### config.mk
export PLATFORM = sky130hd
export DESIGN_NAME = dpap_widx
export DESIGN_NICKNAME = d
export VERILOG_FILES = /design/src/hw/rtl/dpap_pkg.sv /design/src/hw/rtl/dpap_widx.sv
export SDC_FILE = /design/constraint.sdc
export NUM_CORES = 1
export LEC_CHECK = 0
export ABC_CLOCK_PERIOD_IN_PS = 2450
export BUFFER_PORTS_ARGS = -buffer_cell sky130_fd_sc_hd__buf_2
export CELL_PAD_IN_SITES_DETAIL_PLACEMENT = 1
export CELL_PAD_IN_SITES_GLOBAL_PLACEMENT = 2
export CORE_MARGIN = 1
export CORE_UTILIZATION = 24
export DETAILED_ROUTE_END_ITERATION = 16
export GPL_TIMING_DRIVEN = 0
export HOLD_SLACK_MARGIN = 0.06
export PLACE_DENSITY_LB_ADDON = 0.3
export SLEW_MARGIN = 20
export SYNTH_ARGS = -nofsm -noshare
export SYNTH_HDL_FRONTEND = slang
export SYNTH_SLANG_ARGS = --single-unit
### constraint.sdc
create_clock -name clk_i -period 2.45 [get_ports clk_i]
set_input_delay 0.1225 -clock clk_i [delete_from_list [all_inputs] [get_ports clk_i]]
set_output_delay 0.1225 -clock clk_i [all_outputs]
set_load 0.01 [all_outputs]
### src/hw/rtl/dpap_pkg.sv
// Shared types, register codes and helpers for the debug port / MEM-AP block.
`default_nettype none

package dpap_pkg;

  localparam int unsigned MEM_WORDS_DEF = 4096;
  localparam int unsigned LANES         = 4;

  // Configuration register indexes.
  typedef enum logic [1:0] {
    CFG_DPIDR   = 2'd0,
    CFG_AP_CFG  = 2'd1,
    CFG_AP_BASE = 2'd2,
    CFG_AP_IDR  = 2'd3
  } cfg_reg_e;

  // DP registers, selected by offset bits 3:2.
  typedef enum logic [1:0] {
    DP_IDR    = 2'd0,
    DP_CTRL   = 2'd1,
    DP_SELECT = 2'd2,
    DP_RDBUFF = 2'd3
  } dp_reg_e;

  // AP registers, selected by offset bits 7:2.
  localparam logic [5:0] AP_CSW  = 6'h00;
  localparam logic [5:0] AP_TAR  = 6'h01;
  localparam logic [5:0] AP_DRW  = 6'h03;
  localparam logic [5:0] AP_CFG  = 6'h3D;
  localparam logic [5:0] AP_BASE = 6'h3E;
  localparam logic [5:0] AP_IDR  = 6'h3F;

  // CSW fields.
  localparam logic [2:0] CSW_SIZE_BYTE  = 3'd0;
  localparam logic [2:0] CSW_SIZE_HALF  = 3'd1;
  localparam logic [1:0] CSW_INC_SINGLE = 2'd1;
  localparam int unsigned CSW_DBGSWEN_BIT = 31;

  // CTRL/STAT power-up request and acknowledge bits.
  localparam int unsigned CSYSPWRUPREQ_BIT = 30;
  localparam int unsigned CSYSPWRUPACK_BIT = 31;
  localparam int unsigned CDBGPWRUPREQ_BIT = 28;
  localparam int unsigned CDBGPWRUPACK_BIT = 29;

  typedef struct packed {
    logic        rd;
    logic        ap;
    logic [7:0]  offset;
    logic [31:0] wdata;
  } req_t;

  // Memory request: read strobe and per-lane write enables.
  typedef struct packed {
    logic             rd;
    logic [LANES-1:0] be;
  } mem_req_t;

  // Word index tracker command.
  typedef struct packed {
    logic        load;
    logic        step;
    logic        wrap;
    logic [31:0] value;
  } idx_cmd_t;

  function automatic logic [31:0] lane_mask(input logic [LANES-1:0] be);
    logic [31:0] m;
    m = '0;
    for (int l = 0; l < LANES; l++) begin
      m[8*l +: 8] = {8{be[l]}};
    end
    return m;
  endfunction

endpackage

`default_nettype wire

### src/hw/rtl/dpap_widx.sv
// Memory word index tracker: (TAR >> 2) mod MEM_WORDS, kept incrementally.
`default_nettype none

module dpap_widx #(
  parameter int unsigned MEM_WORDS = dpap_pkg::MEM_WORDS_DEF
) (
  input  wire logic                 clk_i,
  input  wire logic                 rst_ni,
  input  wire dpap_pkg::idx_cmd_t   cmd_i,
  output logic [$clog2(MEM_WORDS)-1:0] idx_o,
  output logic                      busy_o
);

  localparam int unsigned   AW      = $clog2(MEM_WORDS);
  localparam bit            IS_POW2 = ((1 << AW) == MEM_WORDS);
  // floor(2^30 / MEM_WORDS): the quotient estimate is exact or one low
  localparam logic [26:0]   RECIP   = 27'((64'd1 << 30) / 64'(MEM_WORDS));
  localparam logic [29:0]   MODULUS = 30'(MEM_WORDS);
  localparam logic [AW-1:0] LAST    = AW'(MEM_WORDS - 1);

  logic [AW-1:0] idx_q;
  logic [29:0]   num_q;
  logic [26:0]   quo_q;
  logic [1:0]    phase_q;
  logic [56:0]   prod;
  logic [29:0]   quo_mul;
  logic [29:0]   rem_est;
  logic [29:0]   rem;

  // stage 1: quotient estimate by reciprocal; stage 2: remainder, one fix-up
  assign prod    = {27'd0, num_q} * {30'd0, RECIP};
  assign quo_mul = {3'd0, quo_q} * MODULUS;
  assign rem_est = num_q - quo_mul;
  assign rem     = (rem_est >= MODULUS) ? rem_est - MODULUS : rem_est;

  always_ff @(posedge clk_i or negedge rst_ni) begin
    if (!rst_ni) begin
      idx_q   <= '0;
      num_q   <= '0;
      quo_q   <= '0;
      phase_q <= '0;
    end else if (cmd_i.load) begin
      if (IS_POW2) begin
        idx_q <= cmd_i.value[AW+1:2];
      end else begin
        num_q   <= cmd_i.value[31:2];
        phase_q <= 2'd2;
      end
    end else if (phase_q == 2'd2) begin
      quo_q   <= prod[56:30];
      phase_q <= 2'd1;
    end else if (phase_q == 2'd1) begin
      idx_q   <= rem[AW-1:0];
      phase_q <= 2'd0;
    end else if (cmd_i.step) begin
      // TAR moved into the next word; wrap at MEM_WORDS or at 2^30 words
      idx_q <= (cmd_i.wrap || idx_q == LAST) ? '0 : idx_q + 1'b1;
    end
  end

  assign idx_o  = idx_q;
  assign busy_o = (phase_q != 2'd0);

endmodule

`default_nettype wire
==> qor.yml <==
num_vias: 764
drt_wl_total_um: 2209
fmax_ghz: 0.6090
clk_path_buf_depth: 2
insertion_delay_ns: 0.29
fin_ws_ns: 0.8078
cp.arrival_ns: 1.83
max_slew_margin_pct: 64.28
post-place-ws_ns: 0.7944
synthesis.nets: 120
worst_pin_slew_ns: 0.5358
fin_nets: 159
cts_tree: "yes"
htree_levels: 1
final_cells: 163
io_buffers: 27
grt_first_pass_wirelength_um: 3684
area_delta_synth_final_pct: 34.98
synthesis.instances: 82
drcViolationCount: 0
drv_slew: 0
initial_core_util_pct: 25.84
clkSinkCount: 12
pin_count: 50
yosysWarningCount: 0
multiInputGateArea_um2: 471.7
clk_pin_slew_ns: 0.09
fillers: 378
drtAntennaViolNets: 0
p_leak_uw: 0.0004954
antenna_cells: 0
synth_area_um2: 808.3
drive_gt1_share_pct: 34.45
post_cts_resize_count: 0
register_area_um2: 300.3
largest_register_ffs: 12
overflow: 0
gr-usage-all-layers_pct: 14.51
grt_max_degree: 13
status: "complete, no violations"
required_ns: 2.64
avgSynthCellArea_um2: 9.857
crit_type: "reg2reg"
dp_hpwl_um: 1591
dieArea_mm2: 0.003604
fin_crit_sh_pct: 67.03
drtIter0Drc: 24
rsz0062_at_grt: "false"
cts-root-buf: "clkbuf_4"
placedCellCount: 153
synth_cell_types: 36
worst_ir_drop_vdd_uv: 116.2
fin_setup_tns_ns: 0
antenna_found_initial: 0
fin_crit_ns: 1.642
drt_pre_antenna_iters: 4
skew_ns: 0.007386
hp-class: "in2reg"
row_count: 20
ys_seq_area_share_pct: 37.15
finalHoldViolCount: 0
fp.dieW_um: 60.03
setup_violations: 0
die_height_um: 60.03
globalplace.congestion: 0.7487
crit_fanout: 6
vias_per_cell: 4.687
numCtsBuffers: 3
crit_path_end_kind: "flip-flop"
rrSetupSlack_ns: 0.81
synth_seq_cells: 12
grt_pass1_vias: 769
power.density_mw_per_mm2: 474.5
drv_cap: 0
coreArea_mm2: 0.003128
avgRoutedWirePerCell_um: 13.55
start_kind: "flip-flop"
fin_total_pwr_uw: 517.7
Yosys cell counts:
library cell   n  share of area [%]
and3_1         1               0.77
dfrtp_1       12                 37
and2_1         1               0.77
nor3_1         3                1.9
mux2_2         2                2.8
buf_4          1               0.93
conb_1         1               0.46
and4_2         1                1.2
nand2_1       10                4.6
nor4b_1        1                1.1
xnor2_1        1                1.1
o31ai_1        4                3.7
nor2b_1        1               0.77
ha_1           1                1.5
o31ai_2        1                1.5
o2111ai_1      1                1.1
mux2i_1        1                1.2
nor2_1         3                1.4
a22o_1         5                5.4
nand2b_1       1               0.77
clkbuf_1       2               0.93
a21oi_1        1               0.62
nor2_2         1               0.77
nand3_1        3                1.9
buf_2          2                1.2
o22ai_1        1               0.77
xor2_1         7                7.6
a41oi_1        1                1.1
o32ai_1        1                1.1
nand4_1        2                1.5
o31a_1         1                1.1
o21ai_0        1               0.62
nand4_4        2                5.3
o31ai_4        1                2.6
o211a_1        1                1.2
inv_1          3                1.4
stage by stage:
stage                     hold slack, ns  area [µm²]  util, %
final                            0.06093        1091    34.88
after global placement           0.02382       998.5    31.92
after CTS                        0.06348        1091    34.88
after floorplan                  -0.1731       808.3        -
after global routing             0.07380        1091    34.88
after detailed placement         0.02607       998.5    31.92
layer usage:
metal	routed length, µm	vias to the layer above	GRT usage [%]
met2	1092	17	24.29
li1	-	373	-
met5	0	-	0
met4	58	0	8.970
met1	1005	369	17.46
met3	53	5	1.948
cell type report:
| cell class | instances | area share, % |
|---|---|---|
| buffer | 5 | 2.294 |
| clock buffer | 3 | 2.064 |
| multi-input combinational | 62 | 43.23 |
| sequential | 12 | 27.52 |
| tap | 44 | 5.046 |
| timing repair buffer | 34 | 18.81 |
| inverter | 3 | 1.032 |
kinds of logic after synthesis:
group,share of synthesized area (%)
AOI/OAI and AO/OA,20.90
xor gates and xnor gates,8.669
adders and majority gates,1.548
buffers and inverters,4.490
DFF,37.15
muxes,4.025
other,0.4640
and+or+nand+nor,22.76
worst max-delay path: stages, from the launching register on:
cell and delay, ns:
dfrtp_1 0.44, ha_1 0.29, nand4_1 0.17, o31ai_4 0.32
nor2_2 0.11, a22o_1 0.22
repair_timing:
action / CTS / global route
buffers inserted: 0 / 0
hold endpoints to repair: 18 / 0
hold buffers: 7 / 0
report_power, final:
group | internal (µW) | leakage, µW | total, µW | switching (µW)
registers | 216 | 0.000147 | 247 | 30.7
clock network | 57.3 | 0.0000138 | 139 | 82.2
logic | 65.2 | 0.000334 | 131 | 66.0
total | 339 | 0.000495 | 518 | 179
worst paths after layout:
path / start / to / depth (start not counted)
min in group asynchronous: rst_ni / idx_o[6] / 2
max in group asynchronous: rst_ni / idx_o[0] / 2
max reg2reg: idx_o[0] / idx_o[9] / 5
min reg2reg: idx_o[6] / idx_o[6] / 2
min: cmd_i[11] / idx_o[9] / 2
max: idx_o[0] / idx_o[9] / 5
placed cells by master, fill, tap and decap left out, drive strengths merged:
cell and instances:
xnor2 1, nand3 3, nand2b 1, o31a 1, o21ai 1, a22o 5
mux2 2, nor3 3, a21oi 1, nor2 4, buf 30, and4 1
o22ai 1, nand2 10, o31ai 6, dfrtp 12, and3 1, nor2b 1
o2111ai 1, mux2i 1, a41oi 1, clkbuf 5, conb 1, nor4b 1
xor2 7, nand4 4, and2 1, o211a 1, inv 3, o32ai 1
dlygate4sd3 7, ha 1
Note: power is estimated with default switching activity, not from simulation.
